--- config.mk ---
export PLATFORM = sky130hd
export DESIGN_NAME = gks_ctrl
export DESIGN_NICKNAME = d
export VERILOG_FILES = /design/src/hw/rtl/gks_pkg.sv /design/src/hw/rtl/gks_ctrl.sv
export SDC_FILE = /design/constraint.sdc
export NUM_CORES = 1
export LEC_CHECK = 0
export ABC_AREA = 1
export ABC_CLOCK_PERIOD_IN_PS = 3300
export BUFFER_PORTS_ARGS = -buffer_cell sky130_fd_sc_hd__buf_2
export CORE_AREA = 3 3 40 42
export DETAILED_ROUTE_END_ITERATION = 8
export DIE_AREA = 0 0 43 45
export PLACE_DENSITY_LB_ADDON = 0.2
export SYNTH_ARGS = -nofsm -noshare
export SYNTH_HDL_FRONTEND = slang
export SYNTH_SLANG_ARGS = --single-unit
--- constraint.sdc ---
create_clock -name clk_i -period 3.3 [get_ports clk_i]
set_input_delay 0 -clock clk_i [delete_from_list [all_inputs] [get_ports clk_i]]
set_output_delay 0 -clock clk_i [all_outputs]
set_load 0.05 [all_outputs]
--- src/hw/rtl/gks_pkg.sv ---
`timescale 1ns / 1ps
// ----------------------------------------------------------------------------
// gks_pkg
// Shared sizes, register map, controller states and the command/status
// bundles between the controller and the datapath of the set-merge core.
// ----------------------------------------------------------------------------
package gks_pkg;

  localparam int MAX_SIDE = 64;
  localparam int CELLS    = MAX_SIDE * MAX_SIDE;
  localparam int ADDR_W   = $clog2(CELLS);
  localparam int COUNT_W  = $clog2(CELLS + 1);
  localparam int SIDE_W   = 7;
  localparam int POS_W    = 6;
  localparam int PROD_W   = 2 * SIDE_W;
  localparam int MIN_SIDE = 2;

  localparam logic [SIDE_W-1:0] SIDE_RESET = SIDE_W'(64);

  localparam int PADDR_W = 3;
  localparam int PDATA_W = 32;
  localparam logic [0:0] REG_GRID_SIDE = 1'b0;

  localparam logic CMD_RESTART = 1'b0;
  localparam logic DIR_RIGHT   = 1'b0;

  typedef enum logic [3:0] {
    ST_SIZE,
    ST_CLEAR,
    ST_IDLE,
    ST_ADDR,
    ST_CHECK,
    ST_RSIZE,
    ST_RCLEAR,
    ST_RD_A,
    ST_RD_B,
    ST_CMP,
    ST_SCAN,
    ST_RESULT
  } state_e;

  typedef struct packed {
    logic capture;
    logic calc_a;
    logic calc_b;
    logic rd_a;
    logic rd_b;
    logic take_win;
    logic take_lose;
    logic merge;
    logic walk_start;
    logic scan;
    logic clear;
    logic size;
    logic load_count;
    logic load_res;
  } dp_cmd_t;

  typedef struct packed {
    logic is_restart;
    logic bad;
    logic many_sets;
    logic differ;
    logic walk_end;
    logic clear_end;
    logic out_full;
  } dp_status_t;

endpackage

--- src/hw/rtl/gks_ctrl.sv ---
`timescale 1ns / 1ps
// ----------------------------------------------------------------------------
// gks_ctrl
// Controller: sequences label sweeps, edge lookups, the merge scan and the
// hand-off of each result word to the output register.
// ----------------------------------------------------------------------------
module gks_ctrl (
  input  logic                clk_i,
  input  logic                rst_ni,
  input  logic                cfg_wr_i,
  input  logic                in_valid_i,
  output logic                in_ready_o,
  input  logic                out_ready_i,
  input  gks_pkg::dp_status_t st_i,
  output gks_pkg::dp_cmd_t    cmd_o
);

  gks_pkg::state_e state_q, state_d;

  always_ff @(posedge clk_i or negedge rst_ni) begin
    if (!rst_ni) begin
      state_q <= gks_pkg::ST_SIZE;
    end else begin
      state_q <= state_d;
    end
  end

  always_comb begin
    state_d    = state_q;
    cmd_o      = '0;
    in_ready_o = 1'b0;
    case (state_q)
      gks_pkg::ST_SIZE, gks_pkg::ST_RSIZE: begin
        cmd_o.size       = 1'b1;
        cmd_o.walk_start = 1'b1;
        state_d = (state_q == gks_pkg::ST_SIZE) ? gks_pkg::ST_CLEAR : gks_pkg::ST_RCLEAR;
      end
      gks_pkg::ST_CLEAR, gks_pkg::ST_RCLEAR: begin
        cmd_o.clear = 1'b1;
        if (st_i.clear_end) begin
          cmd_o.load_count = 1'b1;
          state_d = (state_q == gks_pkg::ST_CLEAR) ? gks_pkg::ST_IDLE : gks_pkg::ST_RESULT;
        end
      end
      gks_pkg::ST_IDLE: begin
        in_ready_o = 1'b1;
        if (in_valid_i) begin
          cmd_o.capture = 1'b1;
          state_d = gks_pkg::ST_ADDR;
        end
      end
      gks_pkg::ST_ADDR: begin
        cmd_o.calc_a = 1'b1;
        state_d = gks_pkg::ST_CHECK;
      end
      gks_pkg::ST_CHECK: begin
        cmd_o.calc_b = 1'b1;
        if (st_i.is_restart) begin
          state_d = gks_pkg::ST_RSIZE;
        end else if (st_i.bad || !st_i.many_sets) begin
          state_d = gks_pkg::ST_RESULT;
        end else begin
          state_d = gks_pkg::ST_RD_A;
        end
      end
      gks_pkg::ST_RD_A: begin
        cmd_o.rd_a = 1'b1;
        state_d = gks_pkg::ST_RD_B;
      end
      gks_pkg::ST_RD_B: begin
        cmd_o.rd_b     = 1'b1;
        cmd_o.take_win = 1'b1;
        state_d = gks_pkg::ST_CMP;
      end
      gks_pkg::ST_CMP: begin
        cmd_o.take_lose = 1'b1;
        if (st_i.differ) begin
          cmd_o.merge      = 1'b1;
          cmd_o.walk_start = 1'b1;
          state_d = gks_pkg::ST_SCAN;
        end else begin
          state_d = gks_pkg::ST_RESULT;
        end
      end
      gks_pkg::ST_SCAN: begin
        cmd_o.scan = 1'b1;
        if (st_i.walk_end) begin
          state_d = gks_pkg::ST_RESULT;
        end
      end
      gks_pkg::ST_RESULT: begin
        if (!st_i.out_full || out_ready_i) begin
          cmd_o.load_res = 1'b1;
          state_d = gks_pkg::ST_IDLE;
        end
      end
      default: begin
        state_d = gks_pkg::ST_SIZE;
      end
    endcase
    // a grid_side write always restarts the label store
    if (cfg_wr_i) begin
      state_d = gks_pkg::ST_SIZE;
    end
  end

endmodule

After elaboration in Yosys (flattened, before gate mapping):

Cells that the tools add are included.

* bits of input ports: 12
* output and inout port bits: 15
* register bits: 4
* logic and storage cells: 52

* mux-type cells: 28
* equal/unequal tests: 15
* reductions and logical operators: 8

Operators by type and width (count)
* one-hot mux 4 bit (10 select lines): 1
* two-way mux 4 bit: 8
* == test 4 x 3 -> 1 bit, second input constant: 4
* == test 4 bit, second input constant: 4
* two-way mux 1 bit: 14
* != test 3 bit, second input constant: 4
* == test 4 x 2 -> 1 bit, second input constant: 2
* two-way mux 2 bit: 3
* == test 4 x 1 -> 1 bit, second input constant: 1
* logical NOT 4 bit: 1
* AND reduction 4 bit: 1
* OR reduction 2 bit: 2
* two-way mux 3 bit: 1
* logical NOT 1 bit: 2
* logical OR 1 bit: 2
* one-hot mux 1 bit (2 select lines): 1

Logic depth before layout (Yosys ltp):

Gate-level depths: netlist (run 1).

* word-level depth: 6
* depth in mapped cells: 8
* depth with buffers taken out: 8

Worst setup path after synthesis (run 1):

No wires, ideal clock.

* path type: register -> output
* start point: register state_q[0]
* end point: output port cmd_o[5] in the netlist's numbering
* stages on the path, launching flop included: 6
* arrival time: 2.222 ns
* buffers on the path: 0
* setup slack: 1.078 ns
* data required time: 3.300 ns
* path through: dfrtp_1 -> inv_1 -> nor2_2 -> inv_1 -> nor3_1 -> or2_2

RTL lines
* start, declared: RTL line gks_ctrl.sv:18 `gks_pkg::state_e state_q, state_d;`
* start signal, assigned: RTL line gks_ctrl.sv:22 `state_q <= gks_pkg::ST_SIZE;`
* start signal, assigned: RTL line gks_ctrl.sv:24 `state_q <= state_d;`
* end, declared: RTL line gks_ctrl.sv:15 `output gks_pkg::dp_cmd_t cmd_o`

==> out/qor.yml, run 1 <==
cp.depth: 6
dp_slack_ps: 1990
async_reset_ff_share_pct: 100
timing.setup.tns_ps: 0
min_period_over_period_pct: 47.0
hold_ws_ps: 45.1
tritoncts: "yes"
avgSynthCellArea_um2: 5.58
largest_register_ffs: 4
synth.top_cell.area_share_pct: 20.2
floorplan.die_area_um2: 1940
top_register: "state_q"
total_power_draw_uw: 571
drv_slew: 0
number_of_ports_placed_on_the_die_boundary: 27
share_clk_of_total_power_pct: 10.8
largestRegisters: "state_q (4)"
port-buffer-count: 26
grt_antenna_before_repair: 0
floorplan.die.height_um: 45
synth_sequential_area_ratio_pct: 20.2
fp-row-count: 13
placed_cell_area_um2: 638
postRouteAntennaNets: 0
crit_chain: "inv_1 > nor2_2 > inv_1 > nor3_1 > or2_2 > buf_2"
yosys_warnings: 0
first_global_vias: 476
worst-endpoint-required_ps: 3300
clock_transition_time_at_the_flip_flop_clock_pins_of_the_worst_setup_and_hold_paths_ps: 40
synth_flop_cell: "dfrtp_1"
power.switching_uw: 362
ff_latch_area_um2: 100
ffs_latches_synth: 4
finalHoldViolations: 0
synth.net_count: 101
worst-path-buf-inv: 3
cpPeakStageDelay_ps: 430
yosys-top-cells-area: "dfrtp_1, nand2_1, inv_1, nand3_1, nor2_1"
status: "completed"
clk-insertion-delay-late_ps: 240
globalRoute.totalOverflow: 0
route.detailed.vias_per_inst: 4.49
final_cells: 133
multiInputGateArea_um2: 314
post-route-drc-count: 0
vias: 597
cts-htree-levels: 1
fmax_ghz: 0.645
grt_max_degree: 9
vdd_ir_drop_max_v: 0.000537
die_width_um: 43
area.growth.synth_to_final_pct: 35.0
initial_core_util_pct: 38.7
critical-path-slowest-cell: "dfrtp_1"
synthesis.instances: 89
dp.final_hpwl_um: 1030
synth-edff-count: 0
skew_ps: 6.05
holdCritStartpoint: "st_i[2]"
critPathArrivalTime_ps: 1550
cp-end-kind: "output port"
critical_path.endpoint: "cmd_o[5]"
postRouteWirelength_um: 1260
top_cell_types_by_occurrence_after_synthesis: "nand2_1, inv_1, nor2_1"
rsz0062_at_grt: "false"
cell_repeated_most_along_the_worst_path: "inv_1"
average_wire_per_standard_cell_um: 9.48
tritoncts_num_sinks: 4
core_area_um2: 1280
max_cap_viol_count: 0
timing.critical_path.from_type: "register"
cts_made_buffers: 3
clockRootBuffer: "clkbuf_4"
detailedRoute.firstIterationViolations: 15
cts_buffer_depth: 2
ff2ff_setup_slack_ps: 1950
postCtsResizedCells: 0
nFillCells: 144
diodes: 0
worst_r2r_end: "state_q[1]"
internal_power_uw: 209
period_minus_slack_ps: 1550
grt_first_pass_wirelength_um: 2010
max_slew.worst_pin.slew_ps: 252
setup_slack_ps: 1750
timing.final.setup_violations: 0
gp_congestion: 0.851
critical-path-top-delay-family: "simple AND/OR/NAND/NOR gates"
share_comb_of_total_power_pct: 73.3
crit_start: "state_q[0]"
leakage_nw: 0.444
most_instantiated_library_cell_after_synthesis: "nand2_1"
worst_r2r_path_depth: 7
r2r-start: "state_q[1]"
p_per_area_nw_per_um2: 851
synth_largest_area_cell: "dfrtp_1"
seq_power_share_pct: 15.8
max_slew_margin_pct: 83.3
fin_util_pct: 52.2
synth_area_um2: 497
sw_frac_of_total_pct: 63.4
grt_use_total_pct: 13.5
num-nets-final: 132
critPathMaxFanout: 6
synth.lib_cells_used.distinct: 19
post_route_cells_drive_above_1_share_pct: 34.7
placed_cells: 129
crit_type: "register to output port"
hp-class: "input pin to register"
dr.pass1.iters: 6
stdcell_area_um2: 671
[worst min-delay path by stage]
stage	endpoint	slack [ps]	depth (start not counted)
floorplan	state_q[0]	-300	0
global placement	state_q[2]	-190	1
detailed placement	state_q[2]	-190	1
CTS	state_q[3]	40	4
global route	state_q[3]	70	4
finish	state_q[3]	50	4
[logic make-up (layout without fill, tap and decap cells)]
family                 Yosys count  in the layout  synth area share (%)
DFF                              4              4                  20.2
and+or+nand+nor                 57             57                  54.7
buffers and inverters           21             50                  16.6
AOI/OAI and AO/OA                7              7                  8.56
[cells in the final DEF (no fill, tap or decap)]
cell type / netlist / layout
nand2_1: 21 / 21
nand2_4: 1 / 1
inv_1: 19 / 19
a22oi_1: 1 / 1
clkbuf_4: 0 / 3
nor2_2: 3 / 3
inv_2: 1 / 1
o211ai_1: 1 / 1
nand3_1: 10 / 10
o31ai_1: 1 / 1
a21oi_1: 3 / 3
nand3_2: 1 / 1
nand2_2: 4 / 4
nor2_4: 1 / 1
o21ai_0: 1 / 1
or2_2: 1 / 1
dfrtp_1: 4 / 4
nor2_1: 12 / 12
dlygate4sd3_1: 0 / 1
nor3_1: 3 / 3
buf_2: 0 / 26
[layout make-up]
class / count / share of cell area (%)
multi-input cells: 64 / 46.8
well taps: 15 / 2.80
clock buffers: 3 / 3.36
repair buffers: 27 / 20.9
inverters: 20 / 11.2
flip-flops and latches: 4 / 14.9
[worst min-delay path, cell delays in order]
cell	delay (ps)
buf_2	90
o31ai_1	60
inv_1	40
nand2_1	50
[routing by layer]
layer	vias to the layer above	routed length (um)	track usage, %
met4	0	0	1.81
met2	23	568	22.8
li1	332	-	-
met3	0	98	3.59
met5	-	0	0
met1	242	593	17.9
[power by group through the flow]
| stage | clock, mW | sequential, mW | combinational [mW] |
|---|---|---|---|
| after floorplan | 0 | 0.0847 | 0.336 |
| after global placement | 0 | 0.0916 | 0.417 |
| final | 0.0618 | 0.0905 | 0.419 |
| after global routing | 0.0694 | 0.0952 | 0.450 |
| after CTS | 0.0625 | 0.0901 | 0.420 |
| after detailed placement | 0 | 0.0909 | 0.417 |
[what timing repair did]
action	CTS	global route
endpoints found under the hold margin	4	0
hold buffers	1	0
buffers inserted	0	0
(Power assumes the default switching activity.)
==> run 2: changes to the inputs <==
Settings changed: ABC_CLOCK_PERIOD_IN_PS 3300 to 1500.
Clock period 3.3 ns to 1.5 ns, I/O delays scaled along.
==> run 2 against run 1 <==
Compared with the run above:
- sequential power is 140% higher
- clock skew fell by 5.0 ps
- hold slack barely moved
- sequential cell count unchanged
- setup slack worse by 1700 ps
- non-clock buffer count grew 3
- total power is 150% higher
- highest routed layer is now met4
- routed wire length is 6.4% higher
- clock power increased by 120%
- largest power group unchanged
- global-route usage up 2.4 points
- via count increased by 4.7%
==> out/qor.yml, run 2 (synthesis gave the netlist of run 1 again) <==
status: "completed"
cp-end-kind: "output port"
critPathMaxFanout: 5  # -1
fin_util_pct: 59.6  # +7.4 points
skew_ps: 1.07  # -4.99 ps
detailedRoute.firstIterationViolations: 8  # -7
grt_antenna_before_repair: 0  # unchanged
first_global_vias: 577  # +21%
postRouteWirelength_um: 1340  # +6.4%
cts_buffer_depth: 2  # unchanged
floorplan.die_area_um2: 1940  # unchanged
clockRootBuffer: "clkbuf_4"
post_route_cells_drive_above_1_share_pct: 45.5  # +11 points
tritoncts_num_sinks: 4  # unchanged
nFillCells: 130  # -9.7%
core_area_um2: 1280  # unchanged
grt_max_degree: 9  # unchanged
min_period_over_period_pct: 97.3
largest_register_ffs: 4  # unchanged
timing.critical_path.from_type: "register"
post-route-drc-count: 0  # unchanged
area.growth.synth_to_final_pct: 54.2
vdd_ir_drop_max_v: 0.00127  # +140%
hp-class: "input pin to register"
rsz0062_at_grt: "true"
leakage_nw: 0.463  # +4.3%
fp-row-count: 13  # unchanged
clock_transition_time_at_the_flip_flop_clock_pins_of_the_worst_setup_and_hold_paths_ps: 40  # about the same
clk-insertion-delay-late_ps: 240  # about the same
worst-endpoint-required_ps: 1500  # -1800 ps
crit_type: "register to output port"
floorplan.die.height_um: 45  # unchanged
tritoncts: "yes"
cts_made_buffers: 3  # unchanged
placed_cell_area_um2: 687  # +7.6%
number_of_ports_placed_on_the_die_boundary: 27  # unchanged
average_wire_per_standard_cell_um: 9.87  # +4.1%
critPathArrivalTime_ps: 1460  # -90 ps
grt_first_pass_wirelength_um: 2350  # +17%
max_slew.worst_pin.slew_ps: 254  # +2.58 ps
route.detailed.vias_per_inst: 4.60  # +2.4%
grt_use_total_pct: 16.0  # +2.4 points
max_slew_margin_pct: 83.2  # -0.17 points
dr.pass1.iters: 5  # -1
max_cap_viol_count: 0  # unchanged
stdcell_area_um2: 766  # +14%
period_minus_slack_ps: 1460
finalHoldViolations: 0  # unchanged
fmax_ghz: 0.685
postRouteAntennaNets: 0  # unchanged
diodes: 0  # unchanged
vias: 625  # +4.7%
globalRoute.totalOverflow: 0  # unchanged
die_width_um: 43  # unchanged
final_cell_mix: "nand2_1, buf_2, inv_1"
drv_slew: 0  # unchanged
largestRegisters: "state_q (4)"
timing.final.setup_violations: 0  # unchanged
port-buffer-count: 26  # unchanged
top_register: "state_q"
num-nets-final: 135  # +2.3%
p_per_area_nw_per_um2: 1830  # +110%
gp_congestion: 0.848  # -0.31%
cts-htree-levels: 1  # unchanged
initial_core_util_pct: 38.7  # unchanged
dp.final_hpwl_um: 1110  # +7.4%
run 2: layer usage:
metal,track usage (%),vias to the layer above,wire (um)
li1,-,336,-
met1,20.9,262,621
met2,25.7,25,590
met3,5.98,2,108
met4,2.41,0,21
met5,0,-,0
run 2: worst paths after layout:
path | from | endpoint | slack (ps) | depth (start not counted)
min in group asynchronous | rst_ni | state_q[0] | 90 | 2
min | cfg_wr_i | state_q[3] | 50 | 4
max in group asynchronous | rst_ni | state_q[1] | 1280 | 2
max reg2reg | state_q[3] | state_q[0] | 180 | 6
max | state_q[3] | cmd_o[1] | 40 | 4
min reg2reg | state_q[2] | state_q[2] | 580 | 2
run 2: stage by stage:
| stage | hold WS (ps) | cells | total power [mW] | worst slack [ps] | TNS (ps) |
|---|---|---|---|---|---|
| final | 45.5 | 136 | 1.40 | 41.2 | 0 |
| after CTS | 46.0 | 135 | 1.34 | 7.70 | 0 |
| after floorplan | -296 | 89 | 0.961 | -98.2 | -153 |
| after global placement | -194 | 131 | 1.16 | 131 | 0 |
| after global routing | 67.0 | 136 | 1.50 | -23.9 | -58.2 |
| after detailed placement | -193 | 131 | 1.16 | 145 | 0 |
run 2: where the power goes:
group | total [mW] | internal (mW) | switching [mW]
clock network | 0.139 | 0.0898 | 0.0490
registers | 0.219 | 0.147 | 0.0720
logic | 1.04 | 0.304 | 0.738
total | 1.40 | 0.541 | 0.859
run 2: critical path, cell delays in order (launching register included):
cell and delay (ps):
dfrtp_1 450, nor2_2 250, nand2_2 130, a21oi_2 150, clkbuf_4 240
run 2: final cells by class:
type,count,area (um^2),share of cell area [%]
inverters,20,75.1,9.80
flip-flops and latches,4,104,13.6
well taps,15,18.8,2.45
multi-input cells,64,360,47.1
repair buffers,30,185,24.2
clock buffers,3,22.5,2.94
run 2: timing repair:
item,4_1_cts,5_1_grt
resized for setup,6,12
setup buffers,0,1
hold buffers,1,0
hold endpoints to repair,4,0
endpoints found under the setup margin,6,7
